**config.mk**
```make
export PLATFORM = sky130hd
export DESIGN_NAME = bfu_ctrl
export DESIGN_NICKNAME = d
export VERILOG_FILES = /design/src/sv/bfu_pkg.sv /design/src/sv/bfu_ctrl.sv
export SDC_FILE = /design/constraint.sdc
export NUM_CORES = 1
export LEC_CHECK = 0
export ABC_AREA = 1
export BUFFER_PORTS_ARGS = -buffer_cell sky130_fd_sc_hd__buf_2
export CORE_MARGIN = 3
export CORE_UTILIZATION = 40
export CTS_CLUSTER_SIZE = 14
export DETAILED_ROUTE_END_ITERATION = 8
export SYNTH_ARGS = -nofsm -noshare
export SYNTH_HDL_FRONTEND = slang
export SYNTH_SLANG_ARGS = --single-unit
```
**constraint.sdc**
```tcl
create_clock -name i_clk -period 1.9 [get_ports i_clk]
set_clock_uncertainty 0.05 [all_clocks]
set_input_delay 0.38 -clock i_clk [delete_from_list [all_inputs] [get_ports i_clk]]
set_output_delay 0.38 -clock i_clk [all_outputs]
set_load 0.02 [all_outputs]
```
**src/sv/bfu_pkg.sv**
```systemverilog
`timescale 1ns / 1ps
package bfu_pkg;

    localparam int MAX_BOIDS    = 64;
    localparam int IDX_W        = $clog2(MAX_BOIDS);
    localparam int WORLD_WIDTH  = 800;
    localparam int WORLD_HEIGHT = 600;
    localparam int BOID_SPEED   = 3;

    // wrap moduli in Q.14
    localparam logic signed [25:0] WRAP_X = 26'(WORLD_WIDTH * 16384);
    localparam logic signed [25:0] WRAP_Y = 26'(WORLD_HEIGHT * 16384);

    // configuration register indexes
    localparam logic [2:0] CFG_COUNT     = 3'd0;
    localparam logic [2:0] CFG_COH_RAD   = 3'd1;
    localparam logic [2:0] CFG_SEP_RAD   = 3'd2;
    localparam logic [2:0] CFG_CLOSE_RAD = 3'd3;
    localparam logic [2:0] CFG_ALI_RAD   = 3'd4;
    localparam logic [2:0] CFG_COH_GAIN  = 3'd5;
    localparam logic [2:0] CFG_SEP_GAIN  = 3'd6;
    localparam logic [2:0] CFG_ALI_GAIN  = 3'd7;

    localparam logic [6:0]  RST_COUNT     = 7'd64;
    localparam logic [9:0]  RST_COH_RAD   = 10'd100;
    localparam logic [9:0]  RST_SEP_RAD   = 10'd20;
    localparam logic [9:0]  RST_CLOSE_RAD = 10'd10;
    localparam logic [9:0]  RST_ALI_RAD   = 10'd30;
    localparam logic [11:0] RST_COH_GAIN  = 12'd82;
    localparam logic [11:0] RST_SEP_GAIN  = 12'd246;
    localparam logic [11:0] RST_ALI_GAIN  = 12'd410;

    localparam logic ACT_LOAD   = 1'b0;
    localparam logic ACT_UPDATE = 1'b1;

    // steering rules; RULE_NORM reuses the divider for normalization
    localparam logic [1:0] RULE_COH  = 2'd0;
    localparam logic [1:0] RULE_SEP  = 2'd1;
    localparam logic [1:0] RULE_ALI  = 2'd2;
    localparam logic [1:0] RULE_NORM = 2'd3;

    // datapath operations
    localparam logic [4:0] OP_NONE     = 5'd0;
    localparam logic [4:0] OP_LOAD     = 5'd1;
    localparam logic [4:0] OP_RD_SELF  = 5'd2;
    localparam logic [4:0] OP_GET_SELF = 5'd3;
    localparam logic [4:0] OP_SCAN     = 5'd4;
    localparam logic [4:0] OP_NP       = 5'd5;
    localparam logic [4:0] OP_DIFF     = 5'd6;
    localparam logic [4:0] OP_MUL      = 5'd7;
    localparam logic [4:0] OP_DIV_GO   = 5'd8;
    localparam logic [4:0] OP_ADD      = 5'd9;
    localparam logic [4:0] OP_SHIFT    = 5'd10;
    localparam logic [4:0] OP_SQ       = 5'd11;
    localparam logic [4:0] OP_SUMSQ    = 5'd12;
    localparam logic [4:0] OP_SQRT_GO  = 5'd13;
    localparam logic [4:0] OP_CEILSQ   = 5'd14;
    localparam logic [4:0] OP_CEIL     = 5'd15;
    localparam logic [4:0] OP_MOVE1    = 5'd16;
    localparam logic [4:0] OP_MOVE2    = 5'd17;
    localparam logic [4:0] OP_WRITE    = 5'd18;

    localparam int DIV_NW = 42;
    localparam int DIV_DW = 28;
    localparam int SQ_W   = 56;

    typedef struct packed {
        logic                  action;
        logic [5:0]            boid_index;
        logic [15:0]           load_pos_x;
        logic [15:0]           load_pos_y;
        logic signed [15:0]    load_dir_x;
        logic signed [15:0]    load_dir_y;
    } t_in;

    typedef struct packed {
        logic [5:0]            out_index;
        logic [15:0]           out_pos_x;
        logic [15:0]           out_pos_y;
        logic signed [15:0]    out_dir_x;
        logic signed [15:0]    out_dir_y;
    } t_out;

    typedef struct packed {
        logic [4:0] op;
        logic [1:0] rule;
        logic       comp;
    } t_cmd;

    typedef struct packed {
        logic scan_done;
        logic n_zero;
        logic div_done;
        logic sqrt_done;
        logic dir_zero;
        logic norm_ok;
    } t_stat;

endpackage

```
**src/sv/bfu_ctrl.sv**
```systemverilog
`timescale 1ns / 1ps
module bfu_ctrl (
    input  logic             i_clk,
    input  logic             i_rst_n,
    input  logic             i_start,
    input  logic             i_action,
    input  bfu_pkg::t_stat   i_stat,
    output bfu_pkg::t_cmd    o_cmd,
    output logic             o_busy
);
    localparam logic [4:0] S_IDLE   = 5'd0;
    localparam logic [4:0] S_SELF   = 5'd1;
    localparam logic [4:0] S_SCAN   = 5'd2;
    localparam logic [4:0] S_CHK    = 5'd3;
    localparam logic [4:0] S_NP     = 5'd4;
    localparam logic [4:0] S_DIFF   = 5'd5;
    localparam logic [4:0] S_MUL    = 5'd6;
    localparam logic [4:0] S_DIV    = 5'd7;
    localparam logic [4:0] S_DWAIT  = 5'd8;
    localparam logic [4:0] S_ADD    = 5'd9;
    localparam logic [4:0] S_ZCHK   = 5'd10;
    localparam logic [4:0] S_SHIFT  = 5'd11;
    localparam logic [4:0] S_SQ     = 5'd12;
    localparam logic [4:0] S_SUMSQ  = 5'd13;
    localparam logic [4:0] S_SQRT   = 5'd14;
    localparam logic [4:0] S_SQWAIT = 5'd15;
    localparam logic [4:0] S_CEILSQ = 5'd16;
    localparam logic [4:0] S_CEIL   = 5'd17;
    localparam logic [4:0] S_MOVE1  = 5'd18;
    localparam logic [4:0] S_MOVE2  = 5'd19;
    localparam logic [4:0] S_WRITE  = 5'd20;

    logic [4:0] r_state, n_state;
    logic [1:0] r_rule, n_rule;
    logic       r_comp, n_comp;
    logic [4:0] w_op;

    always_ff @(posedge i_clk) begin
        if (!i_rst_n) begin
            r_state <= S_IDLE;
            r_rule  <= bfu_pkg::RULE_COH;
            r_comp  <= 1'b0;
        end else begin
            r_state <= n_state;
            r_rule  <= n_rule;
            r_comp  <= n_comp;
        end
    end

    always_comb begin
        n_state = r_state;
        n_rule  = r_rule;
        n_comp  = r_comp;
        w_op    = bfu_pkg::OP_NONE;
        unique case (r_state)
            S_IDLE: begin
                if (i_start) begin
                    if (i_action == bfu_pkg::ACT_LOAD) begin
                        w_op = bfu_pkg::OP_LOAD;
                    end else begin
                        w_op    = bfu_pkg::OP_RD_SELF;
                        n_state = S_SELF;
                    end
                end
            end
            S_SELF: begin
                w_op    = bfu_pkg::OP_GET_SELF;
                n_state = S_SCAN;
            end
            S_SCAN: begin
                w_op = bfu_pkg::OP_SCAN;
                if (i_stat.scan_done) begin
                    n_state = S_CHK;
                    n_rule  = bfu_pkg::RULE_COH;
                    n_comp  = 1'b0;
                end
            end
            S_CHK: begin
                // skip a rule without neighbors
                if (!i_stat.n_zero)                  n_state = S_NP;
                else if (r_rule == bfu_pkg::RULE_ALI) n_state = S_ZCHK;
                else                                  n_rule  = r_rule + 2'd1;
            end
            S_NP: begin
                w_op    = bfu_pkg::OP_NP;
                n_state = S_DIFF;
            end
            S_DIFF: begin
                w_op    = bfu_pkg::OP_DIFF;
                n_state = S_MUL;
            end
            S_MUL: begin
                w_op    = bfu_pkg::OP_MUL;
                n_state = S_DIV;
            end
            S_DIV: begin
                w_op    = bfu_pkg::OP_DIV_GO;
                n_state = S_DWAIT;
            end
            S_DWAIT: begin
                if (i_stat.div_done) n_state = S_ADD;
            end
            S_ADD: begin
                w_op = bfu_pkg::OP_ADD;
                if (!r_comp) begin
                    n_comp  = 1'b1;
                    n_state = (r_rule == bfu_pkg::RULE_NORM) ? S_DIV : S_NP;
                end else begin
                    n_comp = 1'b0;
                    if (r_rule == bfu_pkg::RULE_NORM) begin
                        n_state = S_MOVE1;
                    end else if (r_rule == bfu_pkg::RULE_ALI) begin
                        n_state = S_ZCHK;
                    end else begin
                        n_rule  = r_rule + 2'd1;
                        n_state = S_CHK;
                    end
                end
            end
            S_ZCHK: begin
                n_state = i_stat.dir_zero ? S_MOVE1 : S_SHIFT;
            end
            S_SHIFT: begin
                w_op = bfu_pkg::OP_SHIFT;
                if (i_stat.norm_ok) n_state = S_SQ;
            end
            S_SQ: begin
                w_op    = bfu_pkg::OP_SQ;
                n_state = S_SUMSQ;
            end
            S_SUMSQ: begin
                w_op    = bfu_pkg::OP_SUMSQ;
                n_state = S_SQRT;
            end
            S_SQRT: begin
                w_op    = bfu_pkg::OP_SQRT_GO;
                n_state = S_SQWAIT;
            end
            S_SQWAIT: begin
                if (i_stat.sqrt_done) n_state = S_CEILSQ;
            end
            S_CEILSQ: begin
                w_op    = bfu_pkg::OP_CEILSQ;
                n_state = S_CEIL;
            end
            S_CEIL: begin
                w_op    = bfu_pkg::OP_CEIL;
                n_state = S_DIV;
                n_rule  = bfu_pkg::RULE_NORM;
                n_comp  = 1'b0;
            end
            S_MOVE1: begin
                w_op    = bfu_pkg::OP_MOVE1;
                n_state = S_MOVE2;
            end
            S_MOVE2: begin
                w_op    = bfu_pkg::OP_MOVE2;
                n_state = S_WRITE;
            end
            S_WRITE: begin
                w_op    = bfu_pkg::OP_WRITE;
                n_state = S_IDLE;
            end
            default: n_state = S_IDLE;
        endcase
    end

    assign o_cmd.op   = w_op;
    assign o_cmd.rule = r_rule;
    assign o_cmd.comp = r_comp;
    assign o_busy     = (r_state != S_IDLE);
endmodule

```
==> results.md <==
* Failing checks: negative setup slack
* Post-route non-filler standard cell count at 247
* Avg Cell Area, Syn at 5.56 um2
* ANT cells at 0
* Detailed placement HPWL at 2370 um
* Number of global-route vias before repair at 1244
* Synthesized area at 1020 um2
* Initial DRT Pass Iterations at 5
* Post-Place Worst Slack at 0.621 ps
* Crit share post-route at 1.01
* Max Buffers Root-to-Sink at 2
* Reg2reg end: r_state[2]
* Area Growth Syn to Fin at 38.6%
* Clock Latency Late Sink at 250 ps
* Critical path buffers and inverters at 2
* Slack of the worst reg-to-reg path at 200 ps
* Overall routing resource usage at 0.202
* Synth cell types at 22
* Reg-to-reg startpoint: r_state[2]
* CTS tree: done
* Hold/Removal Path Class: input pin to flip-flop
* Synth Register Bits at 8
* Final hold vios at 0
* CP endpoint: o_cmd[3]
* Clk root buf: clkbuf_4
* Multiplexer share of the synthesized area at 0
* Post-synthesis compound-gate area fraction at 0.119
* Worst Path Required at 1470 ps
* CP endpoint kind: primary output
* Worst-path clk slew at 50 ps
* Main combinational cell family by area after synthesis: simple AND/OR/NAND/NOR gates
* Total grt overflow at 0
* Leak Pwr at 0.783 nW
* Seq/Total Area, Yosys at 0.157
* Share of layout cells above drive strength 1 at 0.374
* Initial Utilization at 0.439
* Gpl congestion at 0.986
* CP Class: flip-flop to primary output
* Std cell rows at 17
* Final worst setup slack at -10.3 ps
* Clock sink count at 8
* Worst setup path start: r_state[3]
* Post-synthesis adder-cell area fraction at 0.0492
* Max_cap viols at 0
* Dpl cells at 231
* Slew HR at 0.820
* Vias per cell at 5.59
* Fin util at 0.608
* Design Power at 1.21 mW
* Slowest CP cell: dfxtp_4
* Syn Inst Count at 183
* Post-route ant nets at 0
* Synth Warn # at 0
* Endpoints failing setup at 1
* H-tree levels at 1
* Worst-path fanout max at 8
* Die Wd at 56.4 um
* IO Port Bufs at 18
* Die height at 56.4 um
* Io pins at 19
* CP Launch Type: flip-flop
* Outcome: finished with violations
* RSZ-0062 raised after global routing: true
* Core area at 2320 um2
* DRC at 0
* Routed Wire Length at 3360 um
* Minimum clock period at 1910 ps
* CTS buffer count at 3
* Arr. time, crit path at 1480 ps
* Initial antenna violation count at 0
* Worst IR Drop VDD at 0.833 mV
* First-pass GRT wire length at 5280 um
* Die area at 3180 um2
* Worst path top cell family by delay: simple AND/OR/NAND/NOR gates
* Via count at 1381
* Largest net degree at the start of global routing at 11
* XOR/XNOR Fraction of Synth Area at 0
* Detailed router's first-iteration violation count at 112
* Power Dens Cells at 860 nW/um2
* Fmax at 523 MHz
* Worst Max-Slew Pin Slew at 269 ps
* Critical path depth at 8
* Crit path largest cell delay at 410 ps
* CTS Hold Bufs at 0
* Fin nets at 235
* Post-DR wirelength/cell at 13.6 um
* Post-synthesis simple-gate area fraction at 0.561
* Syn_nets at 197
* Max-slew violation count at 0
* R2R depth at 11
* Crit-path cells: nor2_4 -> nand3_4 -> inv_4 -> a21oi_2 -> nand2_1 -> nor3_2 -> nand3_1 -> buf_6
-- repair_timing --
item | CTS | global route
endpoints found under the hold margin | 0 | 0
endpoints found under the setup margin | 4 | 10
pin swaps | 3 | 7
resized for setup | 19 | 29
buffers inserted | 6 | 8
-- per-layer routing --
metal | vias to the layer above | global-route usage | routed length [um]
met4 | 0 | 0.0983 | 90
met5 | - | 0 | 0
met2 | 85 | 0.315 | 1580
met3 | 17 | 0.0230 | 281
li1 | 666 | - | -
met1 | 613 | 0.273 | 1400
-- cell usage in the layout (no fill, tap or decap), types with 2 or more instances in the layout --
cell and count:
nand2_1 42, nand3_1 24, nor2_1 20, inv_1 19, buf_4 19, buf_2 15, nor2_4 8, nand2_2 8
a21oi_1 6, o21ai_0 6, nor2_2 5, nand3b_1 5, dfxtp_4 5, o21ai_1 4, a21oi_2 4, ha_1 4
inv_4 3, inv_2 3, nand3_2 3, clkbuf_4 3, dfxtp_1 3, nand2_4 2
-- logic make-up (layout without fill, tap and decap cells) --
group,count (synthesis),count (layout)
AO/OA/AOI/OAI,23,23
adder cells (fa/ha/maj),4,4
buffers and inverters,28,64
flip-flops,8,8
AND/OR/NAND/NOR,120,120
-- Yosys cell counts --
cell	instances	share of area
a22oi_1	1	0.0074
nand2_1	49	0.18
nand3_1	26	0.13
a21oi_1	10	0.049
nor2_1	25	0.092
inv_1	21	0.077
nand3b_1	5	0.037
o211ai_1	1	0.0074
ha_1	4	0.049
o21ai_0	9	0.044
inv_2	4	0.015
o21ai_1	1	0.0049
o22ai_1	1	0.0062
nand2_2	3	0.018
dfxtp_1	8	0.16
nor2_4	5	0.055
nor2_2	3	0.018
nor3_1	1	0.0049
inv_4	1	0.0062
nand4_1	1	0.0062
nand3_2	2	0.020
buf_4	2	0.015
-- power by group --
| part | total [mW] | internal [mW] | switching [mW] |
|---|---|---|---|
| registers | 0.264 | 0.203 | 0.0608 |
| clock network | 0.124 | 0.0719 | 0.0520 |
| logic | 0.824 | 0.329 | 0.495 |
| total | 1.21 | 0.604 | 0.608 |
-- worst register-to-register path: stages (launching register included) --
cell      delay (ps)
dfxtp_4          370
inv_4             40
buf_4            130
nand2_1           70
nor2_2            50
buf_4            140
buf_4            160
nand3b_1         100
nand3_2          120
nor2_4           200
nand2_1           80
a21oi_1          110
-- worst min path at each step --
stage	from	endpoint	slack (ps)	depth (start not counted)
3_5_place_dp	r_rule[0]	r_rule[0]	510	2
6_report	i_rst_n	r_rule[0]	330	3
2_1_floorplan	i_rst_n	r_rule[0]	450	2
3_3_place_gp	r_comp	r_comp	490	2
5_1_grt	i_rst_n	r_rule[0]	350	3
4_1_cts	i_rst_n	r_rule[1]	320	3
-- state kept, by name, summed over array words and instances, names as in the netlist --
name	flops
r_state	5
r_comp	1
r_rule	2
-- area by class of cell --
| type | instances | area (um2) |
|---|---|---|
| multi-input cells | 147 | 835 |
| well taps | 28 | 35.0 |
| inverters | 26 | 110 |
| flip-flops and latches | 8 | 179 |
| repair buffers | 35 | 229 |
| fillers | 204 | 908 |
| clock buffers | 3 | 22.5 |
-- stage by stage --
stage / cell area (um2) / hold WS [ps] / setup TNS (ps)
6_report: 1410 / 326 / -10.3
5_1_grt: 1410 / 351 / -145
4_1_cts: 1270 / 320 / 0
3_5_place_dp: 1160 / 505 / 0
3_3_place_gp: 1160 / 495 / 0
2_1_floorplan: 1020 / 451 / 0
No activity file was read; power rests on OpenSTA's default activity.
